## config.mk

```make
export PLATFORM = sky130hd
export DESIGN_NAME = rpcg_scan
export DESIGN_NICKNAME = d
export VERILOG_FILES = /design/src/assert_macros.svh /design/src/rpcg_pkg.sv /design/src/rpcg_scan.sv
export SDC_FILE = /design/constraint.sdc
export NUM_CORES = 1
export LEC_CHECK = 0
export BUFFER_PORTS_ARGS = -buffer_cell sky130_fd_sc_hd__buf_2
export CAP_MARGIN = 20
export CORE_ASPECT_RATIO = 0.8
export CORE_MARGIN = 2
export CORE_UTILIZATION = 35
export DETAILED_ROUTE_END_ITERATION = 12
export PLACE_DENSITY = 0.5
export SYNTH_ARGS = -nofsm -noshare
export SYNTH_HDL_FRONTEND = slang
export SYNTH_SLANG_ARGS = --single-unit
```

## constraint.sdc

```tcl
create_clock -name clk -period 4.6 [get_ports clk]
set_input_delay 0.23 -clock clk [delete_from_list [all_inputs] [get_ports clk]]
set_output_delay 0.23 -clock clk [all_outputs]
set_load 0.01 [all_outputs]
```

## src/assert_macros.svh

```systemverilog
// Assertion macros shared by the RTL; they expand to nothing for synthesis.
`ifndef ASSERT_MACROS_SVH
`define ASSERT_MACROS_SVH
`ifndef SYNTHESIS
// Property check, disabled while reset is asserted.
`define ASSERT_PROP(label, clk, rstn, prop) \
	label: assert property (@(posedge clk) disable iff (!rstn) prop) \
		else $error("%m: property check failed");
// Condition that must never be seen at a clock edge.
`define ASSERT_NEVER(label, clk, rstn, expr) \
	label: assert property (@(posedge clk) disable iff (!rstn) !(expr)) \
		else $error("%m: forbidden condition seen");
`else
`define ASSERT_PROP(label, clk, rstn, prop)
`define ASSERT_NEVER(label, clk, rstn, expr)
`endif
`endif

```

## src/rpcg_pkg.sv

```systemverilog
// Shared types, widths and constants of the rotated pixel coordinate generator.
package rpcg_pkg;

	// Default parameter values
	localparam int MAX_SIDE_DEF  = 1024;
	localparam int FRAC_BITS_DEF = 16;

	// Field widths
	localparam int SIDE_W = 11;   // frame_width, frame_height
	localparam int DATA_W = 18;   // coordinates, steps, angles
	localparam int RAD_W  = 17;   // radius output
	localparam int SQ_W   = 36;   // x*x + y*y
	localparam int ROOT_W = SQ_W / 2;
	localparam int REM_W  = ROOT_W + 3;

	// Configuration port
	localparam int ADDR_W  = 5;
	localparam int PDATA_W = 32;

	// Register reset values
	localparam logic [SIDE_W-1:0]        FRAME_W_RST = SIDE_W'(64);
	localparam logic [SIDE_W-1:0]        FRAME_H_RST = SIDE_W'(64);
	localparam logic [DATA_W-1:0]        STEP_X_RST  = DATA_W'(2048);
	localparam logic [DATA_W-1:0]        STEP_Y_RST  = DATA_W'(2048);
	localparam logic signed [DATA_W-1:0] COS_RST     = DATA_W'(65536);
	localparam logic signed [DATA_W-1:0] SIN_RST     = DATA_W'(0);

	// Largest radius value
	localparam logic [RAD_W-1:0] RAD_MAX = '1;

	// Register indexes
	typedef enum logic [2:0] {
		REG_FRAME_WIDTH  = 3'd0,
		REG_FRAME_HEIGHT = 3'd1,
		REG_STEP_X       = 3'd2,
		REG_STEP_Y       = 3'd3,
		REG_COS_ANGLE    = 3'd4,
		REG_SIN_ANGLE    = 3'd5
	} reg_idx_t;

	// Unrotated point of one pixel
	typedef struct packed {
		logic signed [DATA_W-1:0] x;
		logic signed [DATA_W-1:0] y;
		logic                     last;
	} pix_t;

	// Results carried beside the square root chain
	typedef struct packed {
		logic signed [DATA_W-1:0] rot_x;
		logic signed [DATA_W-1:0] rot_y;
		logic                     last;
	} side_t;

	// Square root working set handed from cell to cell
	typedef struct packed {
		logic [SQ_W-1:0]   rad;
		logic [REM_W-1:0]  rem;
		logic [ROOT_W-1:0] root;
	} sq_t;

	// Minus one at the given fraction width, clipped to the coordinate range
	function automatic logic signed [DATA_W-1:0] minus_one(input int frac);
		int v;
		v = (frac >= DATA_W - 1) ? -(1 << (DATA_W - 1)) : -(1 << frac);
		return DATA_W'(v);
	endfunction

endpackage

```

## src/rpcg_scan.sv

```systemverilog
// Raster scan counters and coordinate accumulators.
module rpcg_scan #(
	parameter int MAX_SIDE  = rpcg_pkg::MAX_SIDE_DEF,
	parameter int FRAC_BITS = rpcg_pkg::FRAC_BITS_DEF
) (
	input  logic                              clk,
	input  logic                              arst_n,
	input  logic                              accept,
	input  logic                              restart,
	input  logic [rpcg_pkg::SIDE_W-1:0]       frame_width,
	input  logic [rpcg_pkg::SIDE_W-1:0]       frame_height,
	input  logic [rpcg_pkg::DATA_W-1:0]       step_x,
	input  logic [rpcg_pkg::DATA_W-1:0]       step_y,
	output rpcg_pkg::pix_t                    pix
);

	localparam int CNT_W = $clog2(MAX_SIDE);
	localparam int LIM_W = $clog2(MAX_SIDE + 1);
	localparam int SW    = (LIM_W > rpcg_pkg::SIDE_W) ? LIM_W : rpcg_pkg::SIDE_W;
	localparam int DW    = rpcg_pkg::DATA_W;
	localparam logic signed [DW-1:0] MINUS_ONE = rpcg_pkg::minus_one(FRAC_BITS);
	localparam logic signed [DW+1:0] ACC_MAX   = (DW+2)'((1 << (DW - 1)) - 1);

	logic [CNT_W-1:0]     col_q, row_q;
	logic signed [DW-1:0] x_q, y_q;

	logic [CNT_W-1:0]     base_col, base_row;
	logic signed [DW-1:0] base_x, base_y;
	logic [SW-1:0]        eff_w, eff_h, col_nx, row_nx;
	logic                 end_row, end_frame;
	logic signed [DW+1:0] x_sum, y_sum;
	logic signed [DW-1:0] x_inc, y_inc;

	// Zero acts as one, oversize clips to the largest side
	function automatic logic [SW-1:0] eff_side(input logic [rpcg_pkg::SIDE_W-1:0] v);
		logic [SW-1:0] e;
		e = SW'(v);
		if (e == '0) begin
			return SW'(1);
		end
		if (e > SW'(MAX_SIDE)) begin
			return SW'(MAX_SIDE);
		end
		return e;
	endfunction

	// Current pixel, after an optional restart
	always_comb begin
		base_col  = restart ? '0 : col_q;
		base_row  = restart ? '0 : row_q;
		base_x    = restart ? MINUS_ONE : x_q;
		base_y    = restart ? MINUS_ONE : y_q;
		eff_w     = eff_side(frame_width);
		eff_h     = eff_side(frame_height);
		col_nx    = SW'(base_col) + SW'(1);
		row_nx    = SW'(base_row) + SW'(1);
		end_row   = col_nx >= eff_w;
		end_frame = end_row && (row_nx >= eff_h);
		pix.x     = base_x;
		pix.y     = base_y;
		pix.last  = end_frame;
	end

	// Saturating coordinate steps
	always_comb begin
		x_sum = {{2{base_x[DW-1]}}, base_x} + {2'b00, step_x};
		y_sum = {{2{base_y[DW-1]}}, base_y} + {2'b00, step_y};
		x_inc = (x_sum > ACC_MAX) ? ACC_MAX[DW-1:0] : x_sum[DW-1:0];
		y_inc = (y_sum > ACC_MAX) ? ACC_MAX[DW-1:0] : y_sum[DW-1:0];
	end

	// Advance the scan on every input transfer
	always_ff @(posedge clk or negedge arst_n) begin
		if (!arst_n) begin
			col_q <= '0;
			row_q <= '0;
			x_q   <= MINUS_ONE;
			y_q   <= MINUS_ONE;
		end else if (accept) begin
			if (!end_row) begin
				col_q <= CNT_W'(col_nx);
				row_q <= base_row;
				x_q   <= x_inc;
				y_q   <= base_y;
			end else if (!end_frame) begin
				col_q <= '0;
				row_q <= CNT_W'(row_nx);
				x_q   <= MINUS_ONE;
				y_q   <= y_inc;
			end else begin
				col_q <= '0;
				row_q <= '0;
				x_q   <= MINUS_ONE;
				y_q   <= MINUS_ONE;
			end
		end
	end

endmodule

```

**Word level (Yosys, flattened, before mapping)**

Index checks and enable logic that the tools add are counted.

- Output and inout port bits: 37
- Input port bits: 62
- Bits in registers: 56
- Word-level logic and storage cells: 43

- Muxes and demuxes: 26
- $add $sub $neg: 4
- Reduce and logical (&&, ||, !) cells: 3
- Order comparisons: 6

Operator list:

| kind | number |
|---|---|
| 18-bit two-way mux | 7 |
| 11-bit two-way mux | 8 |
| 10-bit two-way mux | 5 |
| 18-bit by 19-bit adder with 20-bit output | 2 |
| 20-bit by 18-bit > comparator with 1-bit output, second input constant | 2 |
| 10-bit by 1-bit adder with 11-bit output, second input constant | 2 |
| 11-bit >= comparator | 2 |
| 11-bit > comparator, second input constant | 2 |
| 11-bit zero test | 2 |
| 1-bit two-way mux | 6 |
| 1-bit logical AND | 1 |

**Longest topological paths before layout**

- Word-level depth: 9
- Mapped depth: 17
- Mapped depth without buffers: 14

**Worst setup path after synthesis**

No wires, ideal clock.

- Kind: input-to-reg
- Start point: input restart
- End point: register y_q[2]
- Data required time: 4.534 ns
- Setup slack: 1.038 ns
- Buffers on the path: 4
- Arrival time: 3.496 ns
- Stages on the path: 17
- Cells stage by stage: clkbuf_1 -> clkbuf_1 -> nor2b_1 -> ha_1 -> nand2_1 -> nor4_1 -> nand3_1 -> xor2_1 -> nor2_1 -> ha_1 -> a2111oi_0 -> o21ai_0 -> o22ai_1 -> and3_1 -> buf_2 -> buf_2 -> a221o_1

- Longest elaborated chain between the ends: 6
- Elaborated cells between the ends (all ways): 13

RTL lines:

| element | line | text |
|---|---|---|
| start: declaration | rpcg_scan.sv:9 | `input logic restart,` |
| 18-bit two-way mux (tied with other cells) | rpcg_scan.sv:52 | `base_y = restart ? MINUS_ONE : y_q;` |
| 18-bit by 19-bit adder with 20-bit output (tied with other cells) | rpcg_scan.sv:67 | `y_sum = {{2{base_y[DW-1]}}, base_y} + {2'b00, step_y};` |
| 20-bit by 18-bit > comparator with 1-bit output (tied with other cells) | rpcg_scan.sv:69 | `y_inc = (y_sum > ACC_MAX) ? ACC_MAX[DW-1:0] : y_sum[DW-1:0];` |
| 18-bit two-way mux or 1-bit logical AND (tied branches) | rpcg_scan.sv:69, rpcg_scan.sv:58 |  |
| 18-bit two-way mux | rpcg_scan.sv:85 | `end else if (!end_frame) begin` |
| 18-bit two-way mux (*) | rpcg_scan.sv:80 | `if (!end_row) begin` |
| end signal: assignment | rpcg_scan.sv:84 | `y_q <= base_y;` |
| end signal: assignment | rpcg_scan.sv:89 | `y_q <= y_inc;` |
| end: declaration | rpcg_scan.sv:25 | `logic signed [DW-1:0] x_q, y_q;` |

Mark *: on every way between the ends. The rest lies on a longest branch, timed or not.
A chain may end at the register's enable or synchronous reset.

**Worst setup path in the final report**

- Start point: register row_q[0]
- End point: register y_q[2]

- Longest elaborated chain between the ends: 6

RTL lines:

| element | line | text |
|---|---|---|
| start: declaration | rpcg_scan.sv:24 | `logic [CNT_W-1:0] col_q, row_q;` |
| start signal: assignment | rpcg_scan.sv:82 | `row_q <= base_row;` |
| start signal: assignment | rpcg_scan.sv:87 | `row_q <= CNT_W'(row_nx);` |
| 10-bit two-way mux | rpcg_scan.sv:50 | `base_row = restart ? '0 : row_q;` |
| 10-bit by 1-bit adder with 11-bit output | rpcg_scan.sv:56 | `row_nx = SW'(base_row) + SW'(1);` |
| 11-bit >= comparator | rpcg_scan.sv:58 | `end_frame = end_row && (row_nx >= eff_h);` |
| 1-bit logical AND | rpcg_scan.sv:58 |  |
| 18-bit two-way mux | rpcg_scan.sv:85 |  |
| 18-bit two-way mux | rpcg_scan.sv:80 |  |

No other way between the ends.

==> impl_metrics.csv <==
group,metric,value,unit
power_and_ir_drop,pwr-share-clk,0.227,
critical_path,path_class,"register to register",
power_and_ir_drop,peakVddDrop,0.163,mV
critical_path,end_kind,"register",
critical_path,start_kind,"register",
route,dr.pass1.iters,5,
placement,io_buffers,98,
critical_path,cp.arrival,4.33,ns
floorplan,die_w,143,um
run,cap_violations,0,
power_and_ir_drop,power.density,324,mW/mm2
sta,final.setup.tns,0,ns
yosys,yosys_register_bits,56,
floorplan,initial_core_util,0.358,
sta,fin_crit,4.09,ns
route,drtIter0Drc,314,
clock_network,clock_latency,0.30,ns
critical_path,rrSetupSlack,0.51,ns
power_and_ir_drop,p_int,1.24,mW
grt,grt_max_degree,57,
critical_path,crit_required,4.83,ns
sta,max_slew.worst_pin.slew,0.876,ns
power_and_ir_drop,pwr-share-comb,0.455,
grt,grt_pass1_vias,4913,
hold_path,min_path_type,"input port to async pin",
route,postRouteAntennaNets,0,
placement,gp_congestion,0.804,
sta,clock_skew,0.00693,ns
sta,period_share,0.890,
yosys,async_reset_ff_frac,1.00,
final_layout,fillers,1553,
yosys,synth_area,0.00537,mm2
yosys,syn-num-nets,760,
floorplan,die_h,115,um
clock_network,clockBufferDepth,2,
yosys,synth_enable_flop_cells,0,
clock_network,clk_pin_slew,0.08,ns
clock_network,cts_tree,"yes",
yosys,ys_warn_count,0,
grt,grt_pass1_wl,24300,um
critical_path,crit_fanout,16,
final_layout,layout_common_cells,"98 x buf_2, 62 x ha_1, 59 x nand2_1",
critical_path,cp-startpoint,"row_q[0]",
final_layout,utilization,0.412,
grt,grt_overflow,0,
grt,antenna_found_initial,0,
yosys,syn_avg_cell_area,8.48,um2
final_layout,layout_commonest_cell,"buf_2",
power_and_ir_drop,power_switching,760,uW
final_layout,n_antenna_cell,0,
floorplan,core,0.0150,mm2
final_layout,final_net_count,843,
clock_network,cts_resized,0,
floorplan,io_pins,99,
floorplan,num_rows,40,
clock_network,cts_sinks,56,
clock_network,cts-root-buf,"clkbuf_16",
route,routed_wl,14800,um
sta,drv_slew,0,
clock_network,htree_levels,2,
sta,slew_headroom,0.416,
route,viasPerCell,5.58,
placement,dp_hpwl,11300,um
power_and_ir_drop,p_leak,2.94,nW
final_layout,drive_above_1_share,0.185,
yosys,synth.distinct_cells,68,
yosys,ys_seq_area_frac,0.262,
sta,grt_setup_unrepaired,"no",
clock_network,cts_setup_buffers,0,
sta,fmax,244,MHz
sta,finalHoldViolations,0,
grt,grt_busiest_layer,"met2",
clock_network,numCtsBuffers,5,
sta,setup_viol,0,
final_layout,area_delta_synth_final,15.2,%
clock_network,hold_buffers,0,
critical_path,worstReg2RegStart,"row_q[0]",
outcome,status,"completed",
route,drcViolationCount,0,
grt,use_met1,0.270,
yosys,synth_ff_type,"dfrtp_1",
power_and_ir_drop,seq_power_share,0.318,
grt,grt_util_all_layers,0.182,
grt,grt.met2_usage,0.281,
yosys,syn-instance-count,634,
grt,grt_util_met3,0.0287,
power_and_ir_drop,swShare,0.379,
floorplan,die-area,0.0164,mm2
route,vias,5060,
route,post_drt_wl_per_cell,16.3,um
## final timing paths
path                                 to  cells past startpoint
worst min register to register   y_q[4]                      1
worst max register to register   y_q[2]                     14
worst min-delay path            y_q[14]                      2
min in group clk                 y_q[0]                      3
worst max-delay path             y_q[2]                     14
max in group asynchronous        x_q[8]                      2
## power groups by stage
stage,clock network [mW],registers [mW],logic (mW)
6_report,0.455,0.636,0.912
5_1_grt,0.485,0.650,1.03
4_1_cts,0.470,0.635,0.916
3_5_place_dp,0,0.644,0.911
3_3_place_gp,0,0.644,0.902
2_1_floorplan,0,0.630,0.676
## flip-flops by register name, indices dropped and copies added, names as in the netlist
signal,flops
row_q,10
y_q,18
x_q,18
col_q,10
## metrics by stage
| stage | std cells | cell area, um2 | setup slack (ns) | power (mW) | hold WS [ns] |
|---|---|---|---|---|---|
| 3_3_place_gp | 899 | 6020 | 0.640 | 1.55 | 0.437 |
| 6_report | 907 | 6190 | 0.507 | 2.00 | 0.0624 |
| 4_1_cts | 907 | 6190 | 0.586 | 2.02 | 0.117 |
| 3_5_place_dp | 899 | 6020 | 0.580 | 1.55 | 0.442 |
| 2_1_floorplan | 634 | 5370 | 1.04 | 1.31 | -0.0656 |
| 5_1_grt | 907 | 6190 | 0.179 | 2.17 | 0.144 |
## critical path, stage by stage (launching register included)
cell and delay [ns]:
dfrtp_1 0.45, nor2b_1 0.21, ha_1 0.22, nand2_1 0.07
nor4_1 0.48, nand3_1 0.17, xor2_1 0.16, nor2_1 0.13
ha_1 0.26, a2111oi_0 0.35, o21ai_0 0.14, o22ai_1 0.42
nand3_1 0.24, a21oi_4 0.52, a221o_1 0.20
## logic make-up after synthesis
kind of cell	Yosys count	share of synthesized area
compound gates	205	0.274
fa+ha+maj	64	0.152
flops	56	0.262
buf+inv	55	0.0435
simple gates	210	0.197
mux	2	0.00373
xor+xnor	42	0.0685
## Yosys cell counts, types with 8 or more instances
library cell	instances	area, um2
nand2b_1	12	75.1
xor2_1	17	149
a221o_1	18	180
nor2_1	41	154
a22o_1	8	70.1
dfrtp_1	52	1300
o21ai_0	39	195
inv_1	23	86.3
a211oi_1	10	75.1
nand2_1	59	221
nand3_1	14	70.1
nor2b_1	40	250
o2bb2ai_1	8	70.1
clkbuf_1	19	71.3
a21o_1	17	128
a21oi_1	27	135
nor4_1	8	50.1
o21bai_1	8	60.1
a31oi_1	24	150
ha_1	62	776
xnor2_1	25	219
## metal layers
metal  wire [um]  up-vias  part of all wire
met4          96        0            0.0065
met1        7610     2423              0.52
li1            -     2518                 -
met2        6420      113              0.43
met3         646        6             0.044
met5           0        -                 0
## final cells by class
type	count	area [um2]	share of cell area
Clock buffer	5	125	0.0202
Clock inverter	3	46.3	0.00748
Inverter	25	93.8	0.0152
Multi-Input combinational cell	523	3730	0.603
Sequential cell	56	1410	0.227
Tap cell	189	236	0.0382
Timing Repair Buffer	106	551	0.0889
Note: power is estimated with default switching activity, not from simulation.
